**src/rtl/core/ovct_pkg.sv**
```systemverilog
// ============================================================================
// ovct_pkg
// Shared types and constants of the overcurrent window trip block.
// ============================================================================
`timescale 1ns / 1ps

package ovct_pkg;

    // Number of over-limit hits that must fall within the window to trip.
    localparam int HIT_COUNT = 4;
    localparam int HEAD_W    = (HIT_COUNT > 1) ? $clog2(HIT_COUNT) : 1;
    localparam int FILL_W    = $clog2(HIT_COUNT + 1);

    localparam int SAMPLE_W  = 12;
    localparam int MA_W      = 16;
    localparam int TIME_W    = 32;
    localparam int CFG_W     = 16;
    localparam int CFG_IDX_W = 3;

    // Product of a 12-bit delta and a 16-bit scale.
    localparam int PROD_W    = SAMPLE_W + MA_W;
    localparam int DIV_CNT_W = $clog2(PROD_W + 1);

    localparam logic [SAMPLE_W-1:0] SAT_LEVEL = SAMPLE_W'(4090);
    localparam logic [MA_W-1:0]     MA_MAX    = 16'hFFFF;
    localparam logic [MA_W-1:0]     CNT_MAX   = 16'hFFFF;

    // Register indexes of the configuration port.
    localparam logic [CFG_IDX_W-1:0] REG_ZERO_OFFSET   = 3'd0;
    localparam logic [CFG_IDX_W-1:0] REG_FULL_SCALE    = 3'd1;
    localparam logic [CFG_IDX_W-1:0] REG_THRESHOLD     = 3'd2;
    localparam logic [CFG_IDX_W-1:0] REG_PROTECT_EN    = 3'd3;
    localparam logic [CFG_IDX_W-1:0] REG_WINDOW        = 3'd4;
    localparam logic [CFG_IDX_W-1:0] REG_INTERVAL      = 3'd5;

    typedef struct packed {
        logic [SAMPLE_W-1:0] zero_offset;
        logic [MA_W-1:0]     full_scale_ma;
        logic [MA_W-1:0]     trip_threshold_ma;
        logic                protect_enable;
        logic [MA_W-1:0]     window_ms;
        logic [MA_W-1:0]     sample_interval_ms;
    } cfg_t;

    typedef struct packed {
        logic clear;
        logic push;
    } ring_ctl_t;

endpackage

```
**src/rtl/core/ovct_cfg.sv**
```systemverilog
// ============================================================================
// ovct_cfg
// Configuration register file, written one register per beat.
// ============================================================================
`timescale 1ns / 1ps

module ovct_cfg (
    input  logic                          clk,
    input  logic                          rst_n,
    input  logic                          wr_en,
    input  logic [ovct_pkg::CFG_IDX_W-1:0] wr_index,
    input  logic [ovct_pkg::CFG_W-1:0]     wr_data,
    output ovct_pkg::cfg_t                 cfg
);
    import ovct_pkg::*;

    cfg_t cfg_reg;
    cfg_t cfg_next;

    always_comb
    begin
        cfg_next = cfg_reg;
        if (wr_en)
        begin
            unique case (wr_index)
                REG_ZERO_OFFSET: cfg_next.zero_offset        = wr_data[SAMPLE_W-1:0];
                REG_FULL_SCALE:  cfg_next.full_scale_ma      = wr_data;
                REG_THRESHOLD:   cfg_next.trip_threshold_ma  = wr_data;
                REG_PROTECT_EN:  cfg_next.protect_enable     = wr_data[0];
                REG_WINDOW:      cfg_next.window_ms          = wr_data;
                REG_INTERVAL:    cfg_next.sample_interval_ms = wr_data;
                default:         cfg_next = cfg_reg;
            endcase
        end
    end

    always_ff @(posedge clk or negedge rst_n)
    begin
        if (!rst_n)
        begin
            cfg_reg.zero_offset        <= SAMPLE_W'(2048);
            cfg_reg.full_scale_ma      <= MA_W'(20000);
            cfg_reg.trip_threshold_ma  <= '0;
            cfg_reg.protect_enable     <= 1'b0;
            cfg_reg.window_ms          <= MA_W'(100);
            cfg_reg.sample_interval_ms <= MA_W'(1);
        end
        else
        begin
            cfg_reg <= cfg_next;
        end
    end

    assign cfg = cfg_reg;

endmodule

```
**src/rtl/core/ovct_div.sv**
```systemverilog
// ============================================================================
// ovct_div
// Serial restoring divider, one quotient bit per cycle.
// ============================================================================
`timescale 1ns / 1ps

module ovct_div (
    input  logic                         clk,
    input  logic                         rst_n,
    input  logic                         start,
    input  logic [ovct_pkg::PROD_W-1:0]   dividend,
    input  logic [ovct_pkg::SAMPLE_W-1:0] divisor,
    output logic                         done,
    output logic [ovct_pkg::PROD_W-1:0]   quotient
);
    import ovct_pkg::*;

    logic                 busy_reg, busy_next;
    logic                 done_reg, done_next;
    logic [DIV_CNT_W-1:0] cnt_reg, cnt_next;
    logic [PROD_W-1:0]    quo_reg, quo_next;
    logic [SAMPLE_W-1:0]  rem_reg, rem_next;
    logic [SAMPLE_W-1:0]  dvs_reg, dvs_next;
    logic [SAMPLE_W:0]    rem_shift;
    logic [SAMPLE_W:0]    rem_diff;
    logic                 q_bit;

    // The dividend shifts out of the top of quo_reg while quotient bits enter
    // at the bottom.
    always_comb
    begin
        rem_shift = {rem_reg, quo_reg[PROD_W-1]};
        rem_diff  = rem_shift - {1'b0, dvs_reg};
        q_bit     = (rem_shift >= {1'b0, dvs_reg});

        busy_next = busy_reg;
        done_next = 1'b0;
        cnt_next  = cnt_reg;
        quo_next  = quo_reg;
        rem_next  = rem_reg;
        dvs_next  = dvs_reg;

        if (start)
        begin
            busy_next = 1'b1;
            cnt_next  = DIV_CNT_W'(PROD_W);
            quo_next  = dividend;
            rem_next  = '0;
            dvs_next  = divisor;
        end
        else if (busy_reg)
        begin
            quo_next = {quo_reg[PROD_W-2:0], q_bit};
            rem_next = q_bit ? rem_diff[SAMPLE_W-1:0] : rem_shift[SAMPLE_W-1:0];
            cnt_next = cnt_reg - DIV_CNT_W'(1);
            if (cnt_reg == DIV_CNT_W'(1))
            begin
                busy_next = 1'b0;
                done_next = 1'b1;
            end
        end
    end

    always_ff @(posedge clk or negedge rst_n)
    begin
        if (!rst_n)
        begin
            busy_reg <= 1'b0;
            done_reg <= 1'b0;
            cnt_reg  <= '0;
        end
        else
        begin
            busy_reg <= busy_next;
            done_reg <= done_next;
            cnt_reg  <= cnt_next;
        end
    end

    always_ff @(posedge clk)
    begin
        quo_reg <= quo_next;
        rem_reg <= rem_next;
        dvs_reg <= dvs_next;
    end

    assign done     = done_reg;
    assign quotient = quo_reg;

endmodule

```
**src/rtl/core/ovct_ring.sv**
```systemverilog
// ============================================================================
// ovct_ring
// Ring of over-limit hit timestamps with a full-window check.
// ============================================================================
`timescale 1ns / 1ps

module ovct_ring (
    input  logic                       clk,
    input  logic                       rst_n,
    input  ovct_pkg::ring_ctl_t        ctl,
    input  logic [ovct_pkg::TIME_W-1:0] now_ms,
    input  logic [ovct_pkg::MA_W-1:0]   window_ms,
    output logic                       in_window
);
    import ovct_pkg::*;

    logic [TIME_W-1:0] hit_times_reg [HIT_COUNT];
    logic [HEAD_W-1:0] head_reg, head_next;
    logic [FILL_W-1:0] fill_reg, fill_next;
    logic [TIME_W-1:0] age;
    logic              full;

    always_comb
    begin
        head_next = head_reg;
        fill_next = fill_reg;
        if (ctl.clear)
        begin
            head_next = '0;
            fill_next = '0;
        end
        else if (ctl.push)
        begin
            head_next = (head_reg == HEAD_W'(HIT_COUNT - 1)) ? '0 : head_reg + HEAD_W'(1);
            if (fill_reg != FILL_W'(HIT_COUNT))
            begin
                fill_next = fill_reg + FILL_W'(1);
            end
        end
    end

    always_ff @(posedge clk or negedge rst_n)
    begin
        if (!rst_n)
        begin
            head_reg <= '0;
            fill_reg <= '0;
        end
        else
        begin
            head_reg <= head_next;
            fill_reg <= fill_next;
        end
    end

    always_ff @(posedge clk)
    begin
        if (ctl.push && !ctl.clear)
        begin
            hit_times_reg[head_reg] <= now_ms;
        end
    end

    // After a push the head points at the oldest stored hit.
    assign full      = (fill_reg == FILL_W'(HIT_COUNT));
    assign age       = now_ms - hit_times_reg[head_reg];
    assign in_window = full && (age <= {{(TIME_W-MA_W){1'b0}}, window_ms});

endmodule

```
**src/rtl/core/overcurrent_window_trip_top.sv**
```systemverilog
// ============================================================================
// overcurrent_window_trip_top
// Overcurrent protector with a sliding window of over-limit hits.
// ============================================================================
// Usage:
// Each input beat (in_valid/in_stall) carries a sensor sample, a millisecond
// timestamp and a fault-clear request, and yields exactly one result beat
// (out_valid/out_stall). An input closer than sample_interval_ms to the last
// accepted sample is ignored and goes straight to the finish state.
// An accepted sample steps through the multiply, divide, check and finish
// states in turn; it is scaled to mA by a serial divider that produces one
// quotient bit per cycle. One item is processed at a time: in_stall is high
// from acceptance until the result is loaded into the output register, so
// no new input is taken before the last one is through. A new input can be
// taken while that result still waits under out_stall; a finished result
// waits for a free output register.
// Configuration writes (cfg_valid/cfg_ready) are always taken and must only
// be issued while no item is in flight.
// Reset loads the register defaults, empties the hit ring, clears the fault
// and the trip count, and drops out_valid. No clearing pass is needed.
// ============================================================================
`timescale 1ns / 1ps

module overcurrent_window_trip_top (
    input  logic                          clk,
    input  logic                          rst_n,
    input  logic                          cfg_valid,
    output logic                          cfg_ready,
    input  logic [ovct_pkg::CFG_IDX_W-1:0] cfg_index,
    input  logic [ovct_pkg::CFG_W-1:0]     cfg_data,
    input  logic                          in_valid,
    output logic                          in_stall,
    input  logic [ovct_pkg::SAMPLE_W-1:0]  sample,
    input  logic [ovct_pkg::TIME_W-1:0]    now_ms,
    input  logic                          fault_clear,
    output logic                          out_valid,
    input  logic                          out_stall,
    output logic                          sampled,
    output logic [ovct_pkg::MA_W-1:0]      current_ma,
    output logic                          saturated,
    output logic                          fault,
    output logic                          trip,
    output logic [ovct_pkg::MA_W-1:0]      trip_count
);
    import ovct_pkg::*;

    localparam logic [2:0] ST_IDLE   = 3'd0;
    localparam logic [2:0] ST_MUL    = 3'd1;
    localparam logic [2:0] ST_DIV    = 3'd2;
    localparam logic [2:0] ST_CHECK  = 3'd3;
    localparam logic [2:0] ST_FINISH = 3'd4;

    cfg_t       cfg;
    ring_ctl_t  ring_ctl;
    logic       ring_in_window;
    logic       div_start;
    logic       div_done;
    logic [PROD_W-1:0] div_quotient;
    logic [PROD_W-1:0] product;
    logic [SAMPLE_W-1:0] delta;
    logic [PROD_W-1:0] ma;
    logic [TIME_W-1:0] since_last;
    logic       in_fire;
    logic       out_free;

    logic [2:0]          state_reg, state_next;
    logic [SAMPLE_W-1:0] smp_reg, smp_next;
    logic [TIME_W-1:0]   now_reg, now_next;
    logic [TIME_W-1:0]   last_time_reg, last_time_next;
    logic [MA_W-1:0]     held_cur_reg, held_cur_next;
    logic                held_sat_reg, held_sat_next;
    logic                fault_reg, fault_next;
    logic [MA_W-1:0]     trip_cnt_reg, trip_cnt_next;
    logic                sampled_reg, sampled_next;
    logic                trip_reg, trip_next;
    logic                pushed_reg, pushed_next;

    logic                out_valid_reg, out_valid_next;
    logic                out_sampled_reg, out_sampled_next;
    logic [MA_W-1:0]     out_cur_reg, out_cur_next;
    logic                out_sat_reg, out_sat_next;
    logic                out_fault_reg, out_fault_next;
    logic                out_trip_reg, out_trip_next;
    logic [MA_W-1:0]     out_cnt_reg, out_cnt_next;

    assign cfg_ready = 1'b1;

    ovct_cfg u_cfg (
        .clk      (clk),
        .rst_n    (rst_n),
        .wr_en    (cfg_valid && cfg_ready),
        .wr_index (cfg_index),
        .wr_data  (cfg_data),
        .cfg      (cfg)
    );

    ovct_div u_div (
        .clk      (clk),
        .rst_n    (rst_n),
        .start    (div_start),
        .dividend (product),
        .divisor  (cfg.zero_offset),
        .done     (div_done),
        .quotient (div_quotient)
    );

    ovct_ring u_ring (
        .clk       (clk),
        .rst_n     (rst_n),
        .ctl       (ring_ctl),
        .now_ms    (now_reg),
        .window_ms (cfg.window_ms),
        .in_window (ring_in_window)
    );

    assign in_stall   = (state_reg != ST_IDLE);
    assign in_fire    = in_valid && !in_stall;
    assign out_free   = !out_valid_reg || !out_stall;
    assign since_last = now_ms - last_time_reg;

    // Readings at or below zero, or a zero offset of zero, give no current.
    assign delta = (cfg.zero_offset != '0 && smp_reg > cfg.zero_offset)
                   ? smp_reg - cfg.zero_offset : '0;
    assign product = PROD_W'(delta) * PROD_W'(cfg.full_scale_ma);
    assign ma      = (cfg.zero_offset == '0) ? '0 : div_quotient;

    always_comb
    begin
        state_next     = state_reg;
        smp_next       = smp_reg;
        now_next       = now_reg;
        last_time_next = last_time_reg;
        held_cur_next  = held_cur_reg;
        held_sat_next  = held_sat_reg;
        fault_next     = fault_reg;
        trip_cnt_next  = trip_cnt_reg;
        sampled_next   = sampled_reg;
        trip_next      = trip_reg;
        pushed_next    = pushed_reg;
        div_start      = 1'b0;
        ring_ctl       = '0;

        out_valid_next   = out_valid_reg && out_stall;
        out_sampled_next = out_sampled_reg;
        out_cur_next     = out_cur_reg;
        out_sat_next     = out_sat_reg;
        out_fault_next   = out_fault_reg;
        out_trip_next    = out_trip_reg;
        out_cnt_next     = out_cnt_reg;

        unique case (state_reg)
            ST_IDLE:
            begin
                if (in_fire)
                begin
                    smp_next   = sample;
                    now_next   = now_ms;
                    trip_next  = 1'b0;
                    fault_next = fault_reg && !fault_clear;
                    if (since_last >= {{(TIME_W-MA_W){1'b0}}, cfg.sample_interval_ms})
                    begin
                        sampled_next   = 1'b1;
                        last_time_next = now_ms;
                        state_next     = ST_MUL;
                    end
                    else
                    begin
                        sampled_next = 1'b0;
                        state_next   = ST_FINISH;
                    end
                end
            end
            ST_MUL:
            begin
                held_sat_next = (smp_reg >= SAT_LEVEL);
                div_start     = 1'b1;
                state_next    = ST_DIV;
            end
            ST_DIV:
            begin
                if (div_done)
                begin
                    held_cur_next = (ma > PROD_W'(MA_MAX)) ? MA_MAX : ma[MA_W-1:0];
                    pushed_next   = 1'b0;
                    if (fault_reg || !cfg.protect_enable)
                    begin
                        ring_ctl.clear = 1'b1;
                    end
                    else if (ma > PROD_W'(cfg.trip_threshold_ma))
                    begin
                        ring_ctl.push = 1'b1;
                        pushed_next   = 1'b1;
                    end
                    state_next = ST_CHECK;
                end
            end
            ST_CHECK:
            begin
                if (pushed_reg && ring_in_window)
                begin
                    trip_next      = 1'b1;
                    fault_next     = 1'b1;
                    ring_ctl.clear = 1'b1;
                    if (trip_cnt_reg != CNT_MAX)
                    begin
                        trip_cnt_next = trip_cnt_reg + MA_W'(1);
                    end
                end
                state_next = ST_FINISH;
            end
            ST_FINISH:
            begin
                if (out_free)
                begin
                    out_valid_next   = 1'b1;
                    out_sampled_next = sampled_reg;
                    out_cur_next     = held_cur_reg;
                    out_sat_next     = held_sat_reg;
                    out_fault_next   = fault_reg;
                    out_trip_next    = trip_reg;
                    out_cnt_next     = trip_cnt_reg;
                    state_next       = ST_IDLE;
                end
            end
            default:
            begin
                state_next = ST_IDLE;
            end
        endcase
    end

    always_ff @(posedge clk or negedge rst_n)
    begin
        if (!rst_n)
        begin
            state_reg     <= ST_IDLE;
            last_time_reg <= '0;
            held_cur_reg  <= '0;
            held_sat_reg  <= 1'b0;
            fault_reg     <= 1'b0;
            trip_cnt_reg  <= '0;
            out_valid_reg <= 1'b0;
        end
        else
        begin
            state_reg     <= state_next;
            last_time_reg <= last_time_next;
            held_cur_reg  <= held_cur_next;
            held_sat_reg  <= held_sat_next;
            fault_reg     <= fault_next;
            trip_cnt_reg  <= trip_cnt_next;
            out_valid_reg <= out_valid_next;
        end
    end

    always_ff @(posedge clk)
    begin
        smp_reg         <= smp_next;
        now_reg         <= now_next;
        sampled_reg     <= sampled_next;
        trip_reg        <= trip_next;
        pushed_reg      <= pushed_next;
        out_sampled_reg <= out_sampled_next;
        out_cur_reg     <= out_cur_next;
        out_sat_reg     <= out_sat_next;
        out_fault_reg   <= out_fault_next;
        out_trip_reg    <= out_trip_next;
        out_cnt_reg     <= out_cnt_next;
    end

    assign out_valid  = out_valid_reg;
    assign sampled    = out_sampled_reg;
    assign current_ma = out_cur_reg;
    assign saturated  = out_sat_reg;
    assign fault      = out_fault_reg;
    assign trip       = out_trip_reg;
    assign trip_count = out_cnt_reg;

    // A reported trip always comes from an accepted sample and latches the fault.
    a_trip_has_fault: assert property (@(posedge clk) disable iff (!rst_n)
        (out_valid && trip) |-> (fault && sampled))
        else $error("trip reported without a latched fault on an accepted sample");

    // The trip counter only ever steps up by one.
    a_count_steps: assert property (@(posedge clk) disable iff (!rst_n)
        (trip_cnt_reg != $past(trip_cnt_reg)) |-> (trip_cnt_reg == $past(trip_cnt_reg) + MA_W'(1)))
        else $error("trip counter changed by other than one");

    // The divider is never restarted while a result is being computed.
    a_div_single: assert property (@(posedge clk) disable iff (!rst_n)
        (state_reg == ST_DIV && !div_done) |=> !div_start)
        else $error("divider restarted during a division");

endmodule

```
**config.mk**
```make
export PLATFORM = sky130hd
export DESIGN_NAME = overcurrent_window_trip_top
export DESIGN_NICKNAME = d
export VERILOG_FILES = /design/src/rtl/core/ovct_pkg.sv /design/src/rtl/core/ovct_cfg.sv /design/src/rtl/core/ovct_div.sv /design/src/rtl/core/ovct_ring.sv /design/src/rtl/core/overcurrent_window_trip_top.sv
export SDC_FILE = /design/constraint.sdc
export NUM_CORES = 1
export LEC_CHECK = 0
export BUFFER_PORTS_ARGS = -buffer_cell sky130_fd_sc_hd__buf_2
export CORE_MARGIN = 4
export CORE_UTILIZATION = 47
export CTS_CLUSTER_SIZE = 8
export DETAILED_ROUTE_END_ITERATION = 8
export GPL_TIMING_DRIVEN = 0
export PLACE_DENSITY = 0.71
export SYNTH_ARGS = -nofsm -noshare
export SYNTH_HDL_FRONTEND = slang
export SYNTH_SLANG_ARGS = --single-unit
export TNS_END_PERCENT = 30
```
**constraint.sdc**
```tcl
create_clock -name clk -period 15.3 [get_ports clk]
set_clock_uncertainty 0.15 [all_clocks]
set_input_delay 1.53 -clock clk [delete_from_list [all_inputs] [get_ports clk]]
set_output_delay 1.53 -clock clk [all_outputs]
set_load 0.005 [all_outputs]
```
==> run_results.csv <==
group,metric,value,unit
timing,min_period,10.84,ns
logic_synthesis,yosysUniqueCellTypes,84,
logic_synthesis,synth-seq-area-share,42.47,%
logic_synthesis,synth_top_flop_cell,"edfxtp_1",
setup_path,start_kind,"register",
clock_network,cts_inserted_buffers,59,
drt,first_pass_iters,5,
placement,gp_congestion,0.8983,
timing,tightest_slew,1.371,ns
global_route,antenna_found_initial,4,
global_route,grt_max_degree,109,
setup_path,path_common_cell,"fa_1",
clock_network,cts.sinks,422,
clock_network,cts_resized,0,
placement,dp_worst_setup_slack,4.711,ns
timing,hold_viol_final,0,
logic_synthesis,netlist_area,27710,µm²
global_route,gr-total-overflow,0,
setup_path,required,15.47,ns
clock_network,cts-htree-levels,2,
global_route,track_usage,21.86,%
floorplan,core_area,58030,µm²
power,power_density,248.2,nW/µm²
timing,setup_viol,0,
power,p_leak,13.76,nW
logic_synthesis,yosysTopAreaCellShare,27.20,%
power,peakVddDrop,0.3007,mV
global_route,grt_pass1_vias,20130,
layout,drive_gt1_share,10.19,%
floorplan,dieArea,62900,µm²
setup_path,cp-end-kind,"register",
clock_network,clkTransAtPathRegs,0.05,ns
logic_synthesis,syn_area_per_cell,10.67,µm²
drt,postRouteWirelength,68.85,mm
logic_synthesis,async_flop_share,37.68,%
floorplan,pin_count,108,
clock_network,post_cts_buffers,0,
hold_path,hold_class,"reg -> reg",
timing,fin_crit_sh,70.86,%
power,finalPower,7.706,mW
floorplan,die_w,250.8,µm
drt,wl_per_cell,19.21,µm
timing,maxSlewHeadroom,7.887,%
global_route,grt_pass1_wl,109.9,mm
layout,finalNetCount,3190,
status,status,"complete, no violations",
layout,syn_to_final_growth,12.07,%
flow_run,cap_violations,0,
floorplan,initial_utilization,47.75,%
clock_network,hold_buffers,0,
logic_synthesis,synth_cells,2597,
timing,final.setup.tns,0,ns
clock_network,clock_path_buffers,3,
floorplan,dieHeight,250.8,µm
logic_synthesis,synth-edff-count,251,
floorplan,std_cell_rows,88,
timing,rsz0062_at_grt,"false",
logic_synthesis,ys_seq_elements,422,
layout,final_common_cell,"inv_1",
setup_path,critPathMaxStageDelay,1.14,ns
logic_synthesis,syn-num-nets,3019,
clock_network,clockRootBuffer,"clkbuf_16",
setup_path,critical_path.slowest_cell,"nor3_1",
clock_network,clk_latency,0.61,ns
timing,slew_viol_final,0,
placement,hpwl,52.16,mm
setup_path,critPathArrivalTime,11.02,ns
drt,vias,19910,
drt,drtIter0Drc,1434,
logic_synthesis,synth_largest_area_cell,"edfxtp_1",
logic_synthesis,yosysWarnings,0,
timing,setup_slack,4.459,ns
setup_path,worst-path-max-fanout,10,
layout,final.fill_count,5002,
clock_network,cts_tree,"built",
layout,layout_common_cells,"358 x inv_1, 292 x nand2_1, 251 x edfxtp_1",
placement,port_buffers,106,
setup_path,critical_path_class,"reg -> reg",
timing,fmax,92.24,MHz
drt,vias_per_cell,5.554,
logic_synthesis,synth_area_leaders,"edfxtp_1 27%, dfrtp_1 13%, fa_1 10%",
drt,drt_drc_violations_left,0,
layout,largest_reg_flops,128,
drt,drt.antenna.violating_nets,0,
## worst max-delay path: cells and delay by family (launching register included)
family          cells  cell delay (ns)
fa+ha+maj           8             3.58
compound gates     15             3.42
simple gates        6             1.81
flops               1             0.46
xor+xnor            1             0.20
buf+inv             5             0.92
## cells in the mapped netlist (all sizes together), types with 9 or more instances
cell    number
o21a        17
a211oi      12
nor2       118
nand2      293
nor2b       22
nor3        36
nand4       31
buf          9
mux2i       17
inv        361
and3        18
xor2        41
a31oi       11
edfxtp     251
o21bai      14
a21o        55
mux4        32
and2        86
dfstp       10
o211ai       9
dfxtp       12
mux2        71
nor4        15
nand2b      18
clkbuf      81
a21oi      134
nand3       28
xnor2       51
o21ai      129
dfrtp      149
ha         209
fa         144
## per-stage QoR
stage               std cells  util [%]  instance area, µm²  hold WS, ns
floorplan                2597         -               27710       0.2503
global placement         3468     50.32               29200       0.2569
detailed placement       3472     50.53               29320       0.2545
CTS                      3582     53.51               31050       0.2666
global route             3583     53.51               31050       0.2872
finish                   3584     53.51               31050       0.2670
## power by group
group	switching, mW	internal, mW
clock network	0.486	0.737
registers	0.147	1.51
logic	2.83	2.00
## routing by layer
layer	vias to the layer above	global-route usage, %	part of all wire [%]
li1	9266	-	-
met1	9882	31.29	44
met2	663	33.81	44
met3	94	5.007	8.6
met4	0	6.055	2.5
met5	-	0	0
## cell type report
type                       instances  area, µm²  share of cell area, %
clock inverter                     4      35.03                 0.1128
tap                              765      957.2                  3.082
sequential                       422      11770                  37.90
timing repair buffer             110      635.6                  2.047
multi-input combinational       1724      14240                  45.87
buffer                            90      356.6                  1.148
antenna                            2      5.005                0.01612
clock buffer                     106       1694                  5.456
inverter                         361       1355                  4.364
## worst paths after layout
kind | start | to | slack, ns | depth (start not counted)
setup / recovery | u_cfg.cfg[65] | u_div.quotient[27] | 4.46 | 35
hold / removal | trip_reg | trip | 0.27 | 0
setup reg to reg | u_cfg.cfg[65] | u_div.quotient[27] | 4.46 | 35
hold reg to reg | trip_reg | trip | 0.27 | 0
max in group asynchronous | rst_n | trip_cnt_reg[13] | 13.33 | 2
min in group asynchronous | rst_n | last_time_reg[12] | 0.66 | 1
## cell families (layout without fill, tap and decap cells)
logic type | after synthesis | after routing | synth area share [%]
simple gates | 705 | 705 | 12.22
buf+inv | 451 | 671 | 6.177
compound gates | 453 | 453 | 10.27
xor+xnor | 92 | 92 | 2.908
mux | 120 | 120 | 6.100
other cells | 1 | 3 | 0.01353
fa+ha+maj | 353 | 353 | 19.84
flops | 422 | 422 | 42.47
(Power assumes the default switching activity.)
